==> src/rtl/atomic_block_remap_table_top_defines.svh <==
// Assertion macros for the remap table block.
`ifndef ATOMIC_BLOCK_REMAP_TABLE_TOP_DEFINES_SVH
`define ATOMIC_BLOCK_REMAP_TABLE_TOP_DEFINES_SVH

// The consequent must hold in the same cycle as the antecedent.
`define ABRT_ASSERT_NOW(lbl, ante, cons, msg) \
	lbl: assert property (@(posedge clk) disable iff (!arst_n) (ante) |-> (cons)) \
		else $error(msg);

// The consequent must hold in the cycle after the antecedent.
`define ABRT_ASSERT_NEXT(lbl, ante, cons, msg) \
	lbl: assert property (@(posedge clk) disable iff (!arst_n) (ante) |=> (cons)) \
		else $error(msg);

`endif

==> src/rtl/abrt_pkg.sv <==
package abrt_pkg;

	localparam int MAX_BLOCKS_DEF = 64;
	localparam int MIN_BLOCKS = 2;
	localparam int BC_W = 7;
	localparam int FIELD_W = 6;
	localparam int CMD_W = 2;
	localparam int STATUS_W = 2;
	localparam logic [BC_W-1:0] DEFAULT_BLOCKS = 7'd32;

	typedef enum logic [CMD_W-1:0] {
		CMD_FORMAT  = 2'd0,
		CMD_COMMIT  = 2'd1,
		CMD_LOOKUP  = 2'd2,
		CMD_RECOVER = 2'd3
	} cmd_t;

	typedef enum logic [STATUS_W-1:0] {
		ST_OK            = 2'd0,
		ST_BAD_BLOCK     = 2'd1,
		ST_NOT_FORMATTED = 2'd2,
		ST_SEVERAL       = 2'd3
	} status_t;

	typedef enum logic [2:0] {
		S_IDLE,
		S_FMT,
		S_ACCESS,
		S_CLR,
		S_MARK,
		S_DRAIN,
		S_SCAN,
		S_SDONE
	} state_t;

endpackage

==> src/rtl/abrt_ram.sv <==
module abrt_ram #(
	parameter int WIDTH = 1,
	parameter int DEPTH = 64
) (
	input  logic                     clk,
	input  logic                     we,
	input  logic [$clog2(DEPTH)-1:0] waddr,
	input  logic [WIDTH-1:0]         wdata,
	input  logic [$clog2(DEPTH)-1:0] raddr,
	output logic [WIDTH-1:0]         rdata
);

	logic [WIDTH-1:0] mem [DEPTH];

	always_ff @(posedge clk) begin
		if (we) begin
			mem[waddr] <= wdata;
		end
	end

	always_ff @(posedge clk) begin
		rdata <= mem[raddr];
	end

endmodule

==> src/rtl/atomic_block_remap_table_top.sv <==
// Remap table of logical to physical blocks, one command at a time; busy is high meanwhile.
// Lookup and commit read the table from idle, then answer from S_ACCESS, where commit also updates it.
// Rejected commands answer in the cycle after start. Format makes n-2 table writes, then sets the spare.
// Recover clears the marks, marks the blocks that the table and spare point at, then scans the marks.
// The done strobe lasts one cycle and cannot be stalled; the next start may come with it.
// Reset clears control state and the formatted flag; the table holds garbage until format.
module atomic_block_remap_table_top #(
	parameter int MAX_BLOCKS = abrt_pkg::MAX_BLOCKS_DEF
) (
	input  logic                          clk,
	input  logic                          arst_n,
	input  logic                          cfg_we,
	input  logic [abrt_pkg::BC_W-1:0]     cfg_data,
	input  logic                          start,
	output logic                          busy,
	input  logic [abrt_pkg::CMD_W-1:0]    cmd,
	input  logic [abrt_pkg::FIELD_W-1:0]  logical_block,
	output logic                          done,
	output logic [abrt_pkg::FIELD_W-1:0]  physical_block,
	output logic [abrt_pkg::FIELD_W-1:0]  spare_block,
	output logic [abrt_pkg::FIELD_W-1:0]  usable_blocks,
	output logic [abrt_pkg::STATUS_W-1:0] status
);

	import abrt_pkg::*;

	`include "atomic_block_remap_table_top_defines.svh"

	localparam int AW = $clog2(MAX_BLOCKS);
	localparam int NW = $clog2(MAX_BLOCKS + 1);
	localparam int CW = ((NW > FIELD_W) ? NW : FIELD_W) + 1;

	logic [BC_W-1:0] block_count_q;
	logic [NW-1:0]   n;

	state_t  state_q, state_d;
	logic [NW-1:0] idx_q, idx_d;
	cmd_t    cmd_q;
	logic [AW-1:0] lb_q;
	logic [NW-1:0] n_q;
	logic [AW-1:0] spare_q, spare_d;
	logic    formatted_q, formatted_d;
	logic    vld_s1;
	logic [AW-1:0] idx_s1;
	logic [1:0] cnt_q, cnt_d;
	logic [AW-1:0] first_q, first_d;
	logic    accept;
	logic    rd_issue;

	logic    done_q, done_d;
	logic [FIELD_W-1:0] phys_q, phys_d;
	logic [FIELD_W-1:0] spare_out_q;
	logic [FIELD_W-1:0] usable_q;
	status_t status_q, status_d;
	logic [FIELD_W-1:0] res_phys;
	logic [NW-1:0] res_n;

	logic          tbl_we;
	logic [AW-1:0] tbl_waddr, tbl_wdata, tbl_raddr, tbl_rdata;
	logic          mk_we, mk_wdata, mk_rdata;
	logic [AW-1:0] mk_waddr, mk_raddr;
	logic [AW-1:0] p;
	logic          lb_ok;

	abrt_ram #(.WIDTH(AW), .DEPTH(MAX_BLOCKS)) u_table (
		.clk   (clk),
		.we    (tbl_we),
		.waddr (tbl_waddr),
		.wdata (tbl_wdata),
		.raddr (tbl_raddr),
		.rdata (tbl_rdata)
	);

	abrt_ram #(.WIDTH(1), .DEPTH(MAX_BLOCKS)) u_marks (
		.clk   (clk),
		.we    (mk_we),
		.waddr (mk_waddr),
		.wdata (mk_wdata),
		.raddr (mk_raddr),
		.rdata (mk_rdata)
	);

	always_ff @(posedge clk or negedge arst_n) begin
		if (!arst_n) begin
			block_count_q <= DEFAULT_BLOCKS;
		end else if (cfg_we) begin
			block_count_q <= cfg_data;
		end
	end

	always_comb begin
		if (block_count_q < BC_W'(MIN_BLOCKS)) begin
			n = NW'(MIN_BLOCKS);
		end else if (int'(block_count_q) > MAX_BLOCKS) begin
			n = NW'(MAX_BLOCKS);
		end else begin
			n = NW'(block_count_q);
		end
	end

	assign busy   = (state_q != S_IDLE);
	assign accept = start && !busy;
	assign lb_ok  = (logical_block != '0) &&
		((CW'(logical_block) + CW'(2)) <= CW'(n));

	// Entry 0 lives in spare_q, so the mark pass takes it from there.
	assign p = (idx_s1 == '0) ? spare_q : tbl_rdata;

	always_comb begin
		state_d     = state_q;
		idx_d       = idx_q;
		spare_d     = spare_q;
		formatted_d = formatted_q;
		cnt_d       = cnt_q;
		first_d     = first_q;
		tbl_we      = 1'b0;
		tbl_waddr   = idx_q[AW-1:0];
		tbl_wdata   = idx_q[AW-1:0];
		tbl_raddr   = idx_q[AW-1:0];
		mk_we       = 1'b0;
		mk_waddr    = idx_q[AW-1:0];
		mk_wdata    = 1'b0;
		mk_raddr    = idx_q[AW-1:0];
		rd_issue    = 1'b0;
		done_d      = 1'b0;
		res_phys    = '0;
		res_n       = n_q;
		status_d    = ST_OK;

		case (state_q)
			S_IDLE: begin
				res_n = n;
				cnt_d = '0;
				if (start) begin
					if (cmd_t'(cmd) == CMD_FORMAT) begin
						state_d = S_FMT;
						idx_d   = NW'(1);
					end else if (!formatted_q) begin
						done_d   = 1'b1;
						status_d = ST_NOT_FORMATTED;
					end else if (cmd_t'(cmd) == CMD_RECOVER) begin
						state_d = S_CLR;
						idx_d   = '0;
					end else if (!lb_ok) begin
						done_d   = 1'b1;
						status_d = ST_BAD_BLOCK;
					end else begin
						tbl_raddr = AW'(logical_block);
						state_d   = S_ACCESS;
					end
				end
			end
			S_FMT: begin
				if ((CW'(idx_q) + CW'(1)) < CW'(n_q)) begin
					tbl_we = 1'b1;
					idx_d  = idx_q + NW'(1);
				end else begin
					spare_d     = AW'(n_q - NW'(1));
					formatted_d = 1'b1;
					done_d      = 1'b1;
					state_d     = S_IDLE;
				end
			end
			S_ACCESS: begin
				if (cmd_q == CMD_COMMIT) begin
					tbl_we    = 1'b1;
					tbl_waddr = lb_q;
					tbl_wdata = spare_q;
					spare_d   = tbl_rdata;
					res_phys  = FIELD_W'(spare_q);
				end else begin
					res_phys = FIELD_W'(tbl_rdata);
				end
				done_d  = 1'b1;
				state_d = S_IDLE;
			end
			S_CLR: begin
				mk_we = 1'b1;
				if (idx_q == n_q - NW'(1)) begin
					state_d = S_MARK;
					idx_d   = '0;
				end else begin
					idx_d = idx_q + NW'(1);
				end
			end
			S_MARK, S_DRAIN: begin
				if (vld_s1 && (NW'(p) < n_q)) begin
					mk_we    = 1'b1;
					mk_waddr = p;
					mk_wdata = 1'b1;
				end
				if (state_q == S_MARK) begin
					rd_issue = 1'b1;
					if ((CW'(idx_q) + CW'(2)) == CW'(n_q)) begin
						state_d = S_DRAIN;
					end else begin
						idx_d = idx_q + NW'(1);
					end
				end else begin
					state_d = S_SCAN;
					idx_d   = NW'(1);
				end
			end
			S_SCAN, S_SDONE: begin
				if (vld_s1 && !mk_rdata) begin
					if (cnt_q == 2'd0) begin
						first_d = idx_s1;
					end
					if (cnt_q != 2'd2) begin
						cnt_d = cnt_q + 2'd1;
					end
				end
				if (state_q == S_SCAN) begin
					rd_issue = 1'b1;
					if (idx_q == n_q - NW'(1)) begin
						state_d = S_SDONE;
					end else begin
						idx_d = idx_q + NW'(1);
					end
				end else begin
					if (cnt_d != 2'd0) begin
						spare_d = first_d;
					end
					status_d = (cnt_d > 2'd1) ? ST_SEVERAL : ST_OK;
					done_d   = 1'b1;
					state_d  = S_IDLE;
				end
			end
			default: begin
				state_d = S_IDLE;
			end
		endcase

		phys_d = res_phys;
	end

	always_ff @(posedge clk or negedge arst_n) begin
		if (!arst_n) begin
			state_q     <= S_IDLE;
			idx_q       <= '0;
			spare_q     <= '0;
			formatted_q <= 1'b0;
			cnt_q       <= '0;
			vld_s1      <= 1'b0;
			done_q      <= 1'b0;
		end else begin
			state_q     <= state_d;
			idx_q       <= idx_d;
			spare_q     <= spare_d;
			formatted_q <= formatted_d;
			cnt_q       <= cnt_d;
			vld_s1      <= rd_issue;
			done_q      <= done_d;
		end
	end

	always_ff @(posedge clk) begin
		if (accept) begin
			cmd_q <= cmd_t'(cmd);
			lb_q  <= AW'(logical_block);
			n_q   <= n;
		end
		idx_s1  <= idx_q[AW-1:0];
		first_q <= first_d;
		if (done_d) begin
			phys_q      <= phys_d;
			spare_out_q <= FIELD_W'(spare_d);
			usable_q    <= FIELD_W'(res_n - NW'(2));
			status_q    <= status_d;
		end
	end

	assign done           = done_q;
	assign physical_block = phys_q;
	assign spare_block    = spare_out_q;
	assign usable_blocks  = usable_q;
	assign status         = status_q;

	`ABRT_ASSERT_NOW(a_done_idle, done_q, state_q == S_IDLE, "result strobe while busy")
	`ABRT_ASSERT_NEXT(a_access_one, state_q == S_ACCESS, done_q && state_q == S_IDLE, "access did not finish")
	`ABRT_ASSERT_NOW(a_mark_we, mk_we, state_q == S_CLR || state_q == S_MARK || state_q == S_DRAIN, "mark write outside recover")
	`ABRT_ASSERT_NOW(a_tbl_we, tbl_we, state_q == S_FMT || (state_q == S_ACCESS && cmd_q == CMD_COMMIT), "stray table write")
	`ABRT_ASSERT_NOW(a_several, done_q && status_q == ST_SEVERAL, $past(state_q) == S_SDONE, "several unmapped without scan")

endmodule
==> config.mk <==
export PLATFORM = sky130hd
export DESIGN_NAME = atomic_block_remap_table_top
export DESIGN_NICKNAME = d
export VERILOG_FILES = /design/src/rtl/abrt_pkg.sv /design/src/rtl/abrt_ram.sv /design/src/rtl/atomic_block_remap_table_top.sv
export VERILOG_INCLUDE_DIRS = /design/src /design/src/rtl
export SDC_FILE = /design/constraint.sdc
export NUM_CORES = 1
export LEC_CHECK = 0
export ABC_AREA = 1
export BUFFER_PORTS_ARGS = -buffer_cell sky130_fd_sc_hd__buf_2
export CAP_MARGIN = 20
export CELL_PAD_IN_SITES_DETAIL_PLACEMENT = 1
export CELL_PAD_IN_SITES_GLOBAL_PLACEMENT = 2
export CORE_ASPECT_RATIO = 0.8
export CORE_MARGIN = 2
export CORE_UTILIZATION = 45
export DETAILED_ROUTE_END_ITERATION = 6
export GPL_TIMING_DRIVEN = 0
export PLACE_DENSITY_LB_ADDON = 0.12
export REMOVE_ABC_BUFFERS = 1
export SYNTH_ARGS = -nofsm -noshare
export SYNTH_HDL_FRONTEND = slang
export SYNTH_SLANG_ARGS = --single-unit
==> constraint.sdc <==
create_clock -name clk -period 8.4 [get_ports clk]
set_clock_uncertainty 0.1 [all_clocks]
set_input_delay 1.68 -clock clk [delete_from_list [all_inputs] [get_ports clk]]
set_output_delay 1.68 -clock clk [all_outputs]
set_load 0.02 [all_outputs]
==> metrics.txt <==
# TYPE chip_impl_metric gauge
chip_impl_info{name="status",value="finished clean"} 1
chip_impl_metric{name="timing.critical_path.fanout_max",unit=""} 40
chip_impl_info{name="postSynth.topFlopCell",value="edfxtp_1"} 1
chip_impl_metric{name="post_cts_buffers",unit=""} 0
chip_impl_metric{name="grt_pass1_vias",unit=""} 18550
chip_impl_metric{name="share_comb_of_total_power",unit="%"} 31.6
chip_impl_metric{name="fp.dieArea",unit="sq um"} 56980
chip_impl_info{name="worst_reg2reg_startpoint",value="idx_q[0]"} 1
chip_impl_info{name="tritoncts",value="yes"} 1
chip_impl_metric{name="placed_cells_incl_taps",unit=""} 3194
chip_impl_metric{name="switchingPower",unit="mW"} 3.030
chip_impl_metric{name="die_x",unit="microns"} 266.4
chip_impl_metric{name="power.share.sequential",unit="%"} 39.5
chip_impl_metric{name="finish.cell_count_without_fillers",unit=""} 3299
chip_impl_info{name="most-common-layout-cells",value="nand2_1 (501), edfxtp_1 (489), inv_1 (456)"} 1
chip_impl_metric{name="yosysUniqueCellTypes",unit=""} 49
chip_impl_metric{name="layout-drive-gt1-share",unit="%"} 7.355
chip_impl_metric{name="asyncSetResetFlopFracSynth",unit="%"} 5.283
chip_impl_metric{name="number_of_register_bits_inferred_by_synthesis",unit=""} 530
chip_impl_metric{name="worst_case_clock_buffer_depth",unit=""} 3
chip_impl_metric{name="drt-wirelength-per-cell",unit="microns"} 21.85
chip_impl_info{name="timing.critical_path.cells",value="inv_1 -> o21ai_0 -> inv_1 -> ha_1 -> a21oi_1 -> o21ai_0 -> a21oi_1 -> o21bai_1 -> a21oi_1 -> o21ai_0 -> nor2_1 -> inv_1 -> nand2_1 -> inv_1 -> nor2_1 -> inv_1 -> nor2_1"} 1
chip_impl_metric{name="gr-usage-met1",unit="%"} 36.85
chip_impl_metric{name="layout.core_utilization",unit="%"} 51.73
chip_impl_metric{name="grt_overflow",unit=""} 0
chip_impl_metric{name="worst-r2r-cell-count",unit=""} 17
chip_impl_metric{name="post_cts.resized_instances",unit=""} 0
chip_impl_metric{name="fmax",unit="MHz"} 165.9
chip_impl_metric{name="routed_wl",unit="microns"} 72090
chip_impl_info{name="worstSetupStartpointType",value="flop"} 1
chip_impl_metric{name="timing.max_cap.violations",unit=""} 0
chip_impl_metric{name="later_pin_clock_latency_in_the_skew_report",unit="ns"} 0.61
chip_impl_info{name="r2r_end",value="u_table.mem[27][1]"} 1
chip_impl_info{name="critPathCaptureType",value="flop"} 1
chip_impl_metric{name="numCtsBuffers",unit=""} 56
chip_impl_info{name="slowest_stage",value="dfrtp_2"} 1
chip_impl_metric{name="finalMaxSlewViolations",unit=""} 0
chip_impl_metric{name="timing.critical_path.required",unit="ns"} 8.53
chip_impl_metric{name="final_critical_path_setup_slack",unit="ns"} 2.371
chip_impl_metric{name="pre_cts_ws",unit="ns"} 1.959
chip_impl_metric{name="area.growth.synth_to_final",unit="%"} 12.93
chip_impl_metric{name="power-per-cell-area",unit="nW/um^2"} 299.2
chip_impl_metric{name="maximum_number_of_pins_on_one_net_before_global_route_repair",unit=""} 131
chip_impl_metric{name="via_per_inst",unit=""} 5.431
chip_impl_metric{name="synth-edff-count",unit=""} 489
chip_impl_metric{name="fp-row-count",unit=""} 76
chip_impl_metric{name="tightest_slew",unit="ns"} 1.114
chip_impl_metric{name="maxSlewHeadroom",unit="%"} 25.15
chip_impl_metric{name="post_synth.cell_area_avg",unit="sq um"} 9.820
chip_impl_info{name="rsz0062_at_grt",value="no"} 1
chip_impl_metric{name="layout_min_cycle_time",unit="ns"} 6.029
chip_impl_metric{name="detailedPlacementHpwl",unit="microns"} 47900
chip_impl_metric{name="vias",unit=""} 17920
chip_impl_metric{name="max-vdd-ir-drop",unit="V"} 0.0002786
chip_impl_metric{name="n_fill_cell",unit=""} 5967
chip_impl_metric{name="postSynthCellCount",unit=""} 2524
chip_impl_metric{name="layout.nets",unit=""} 2599
chip_impl_metric{name="grt_usage",unit="%"} 25.47
chip_impl_metric{name="remaining_drc_errors",unit=""} 0
chip_impl_metric{name="dr.pass1.iters",unit=""} 5
chip_impl_metric{name="floorplan_die_height",unit="microns"} 213.9
chip_impl_metric{name="post_synth_instance_area",unit="sq um"} 24790
chip_impl_metric{name="crit_path_arrival_time",unit="ns"} 6.16
chip_impl_metric{name="finalSetupViolCount",unit=""} 0
chip_impl_info{name="clk_root_buffer_cell",value="clkbuf_16"} 1
chip_impl_info{name="most_common_cell_after_layout_fill_and_taps_aside",value="nand2_1"} 1
chip_impl_metric{name="r2r_slack",unit="ns"} 2.37
chip_impl_metric{name="timing.hold.worst_path_depth",unit=""} 2
chip_impl_metric{name="cts.sinks",unit=""} 530
chip_impl_info{name="crit_top_cell",value="inv_1"} 1
chip_impl_metric{name="power.switching_fraction",unit="%"} 36.18
chip_impl_metric{name="internal_power",unit="mW"} 5.345
chip_impl_metric{name="antenna_violating_nets_post_route",unit=""} 0
chip_impl_metric{name="setup_total_negative_slack",unit="ns"} 0
chip_impl_metric{name="grt_pass1_wl",unit="microns"} 110600
chip_impl_metric{name="clk_pin_slew_worst_paths",unit="ns"} 0.06
chip_impl_metric{name="initialDrtViolationCount",unit=""} 1448
chip_impl_metric{name="use_met3",unit="%"} 4.334
chip_impl_metric{name="critical_path_max_stage_delay",unit="ns"} 0.91
chip_impl_metric{name="cts_htree_levels",unit=""} 2
chip_impl_metric{name="finalPower",unit="mW"} 8.375
chip_impl_metric{name="portBuffers",unit=""} 40
chip_impl_metric{name="p_leak",unit="nW"} 11.57
chip_impl_metric{name="part_of_the_yosys_area_used_for_sequential_elements",unit="%"} 63.13
chip_impl_metric{name="final_min_period_over_clock_period",unit="%"} 71.78
chip_impl_metric{name="cts_stage_hold_buffer_count",unit=""} 0
chip_impl_metric{name="antenna_violations_before_repair",unit=""} 1
chip_impl_metric{name="final_hold_viol_count",unit=""} 0
chip_impl_metric{name="synth-warning-count",unit=""} 0
chip_impl_metric{name="grtUsageMet2",unit="%"} 39.89
chip_impl_info{name="min_delay_worst_endpoint",value="block_count_q[5]"} 1
chip_impl_metric{name="clock_power_share",unit="%"} 28.9
chip_impl_metric{name="initial_core_util",unit="%"} 45.81
chip_impl_metric{name="antenna_diode_count",unit=""} 0
chip_impl_info{name="timing.setup.critical_path_class",value="reg -> reg"} 1
chip_impl_info{name="holdCritPathClass",value="reg -> reg"} 1
chip_impl_info{name="globalRoute.busiestLayer",value="met2"} 1
chip_impl_metric{name="globalplace.congestion",unit=""} 0.8557
chip_impl_metric{name="core",unit="sq um"} 54110
chip_impl_info{name="holdCritStartpoint",value="block_count_q[5]"} 1
chip_impl_metric{name="floorplan.io_pins",unit=""} 41
synth_stat cells (4+ instances only):
cell / number / area (sq um)
ha_1: 27 / 337.8
inv_1: 456 / 1712
a21oi_1: 15 / 75.07
edfxtp_1: 489 / 14680
dfxtp_1: 13 / 260.3
nand3_1: 408 / 2042
nand3b_1: 31 / 232.7
xor2_1: 17 / 148.9
nor3_1: 12 / 60.06
o2111ai_1: 4 / 35.03
buf_1: 4 / 15.01
nand2_1: 501 / 1881
buf_2: 40 / 200.2
clkbuf_1: 42 / 157.7
buf_4: 16 / 120.1
nor2_1: 218 / 818.3
nand2_2: 5 / 31.28
o21ai_1: 7 / 35.03
a211oi_1: 4 / 30.03
o22ai_1: 19 / 118.9
dfrtp_1: 27 / 675.7
mux2_2: 9 / 101.4
inv_2: 5 / 18.77
nand4_1: 12 / 75.07
o21ai_0: 86 / 430.4
o221ai_1: 12 / 105.1
xnor2_1: 5 / 43.79
o211ai_1: 8 / 60.06
power by group through the flow:
stage	Combinational, mW	Sequential, mW	Clock, mW
2_1_floorplan	1.50	3.41	0
3_3_place_gp	2.45	3.42	0
3_5_place_dp	2.62	3.37	0
4_1_cts	2.64	3.31	2.46
5_1_grt	2.91	3.32	2.55
6_report	2.65	3.31	2.42
routing by layer:
metal  vias up  wire length (microns)
li1       8398                      -
met1      8989                  33530
met2       417                  32940
met3       112                   3949
met4         2                   1655
met5         -                     13
layout make-up:
cell class / instances / area, sq um / area share, %
sequential: 530 / 15650 / 55.91
timing repair buffer: 75 / 953.4 / 3.406
tap: 702 / 878.3 / 3.138
inverter: 463 / 1738 / 6.209
clock inverter: 26 / 224.0 / 0.8002
clock buffer: 76 / 1528 / 5.458
multi-input combinational: 1427 / 7020 / 25.08
worst max-delay path, delay by kind of cell (launching register included):
family | cells | cell delay [ns]
AND/OR/NAND/NOR | 4 | 1.66
buffers and inverters | 5 | 1.41
AO/OA/AOI/OAI | 7 | 1.21
flip-flops | 1 | 0.91
adder cells (fa/ha/maj) | 1 | 0.31
metrics by stage:
| step | area (sq um) | hold WS, ns |
|---|---|---|
| global placement | 25350 | 0.3941 |
| floorplan | 24270 | 0.3616 |
| finish | 27990 | 0.4316 |
| CTS | 27950 | 0.4346 |
| detailed placement | 26200 | 0.4218 |
| global route | 27990 | 0.4695 |
cell families (layout without fill, tap and decap cells):
group	Yosys count	in the layout	share of synthesized area [%]
AO/OA/AOI/OAI	167	167	3.968
XOR/XNOR	22	22	0.7774
adder cells (fa/ha/maj)	27	27	1.363
buffers and inverters	567	640	9.092
flip-flops	530	530	63.13
multiplexers	9	9	0.4089
AND/OR/NAND/NOR	1202	1202	21.26
flip-flops by register name, summed over array words and instances, names as in the netlist, 7 cells and up:
register and cells:
block_count_q 7, idx_q 7, n_q 7, u_marks.mem 64, u_table.mem 384
how the worst max path moves through the flow:
stage                startpoint                 end  slack, ns  depth (start not counted)
2_1_floorplan  logical_block[1]    u_table.rdata[0]       2.18                         18
3_3_place_gp   logical_block[1]    u_table.rdata[5]      -1.27                         19
3_5_place_dp   logical_block[1]    u_table.rdata[2]       1.96                         21
4_1_cts                idx_q[0]  u_table.mem[27][1]       2.53                         17
5_1_grt                idx_q[0]  u_table.mem[27][1]       2.14                         17
6_report               idx_q[0]  u_table.mem[27][1]       2.37                         17
(Power assumes the default switching activity.)
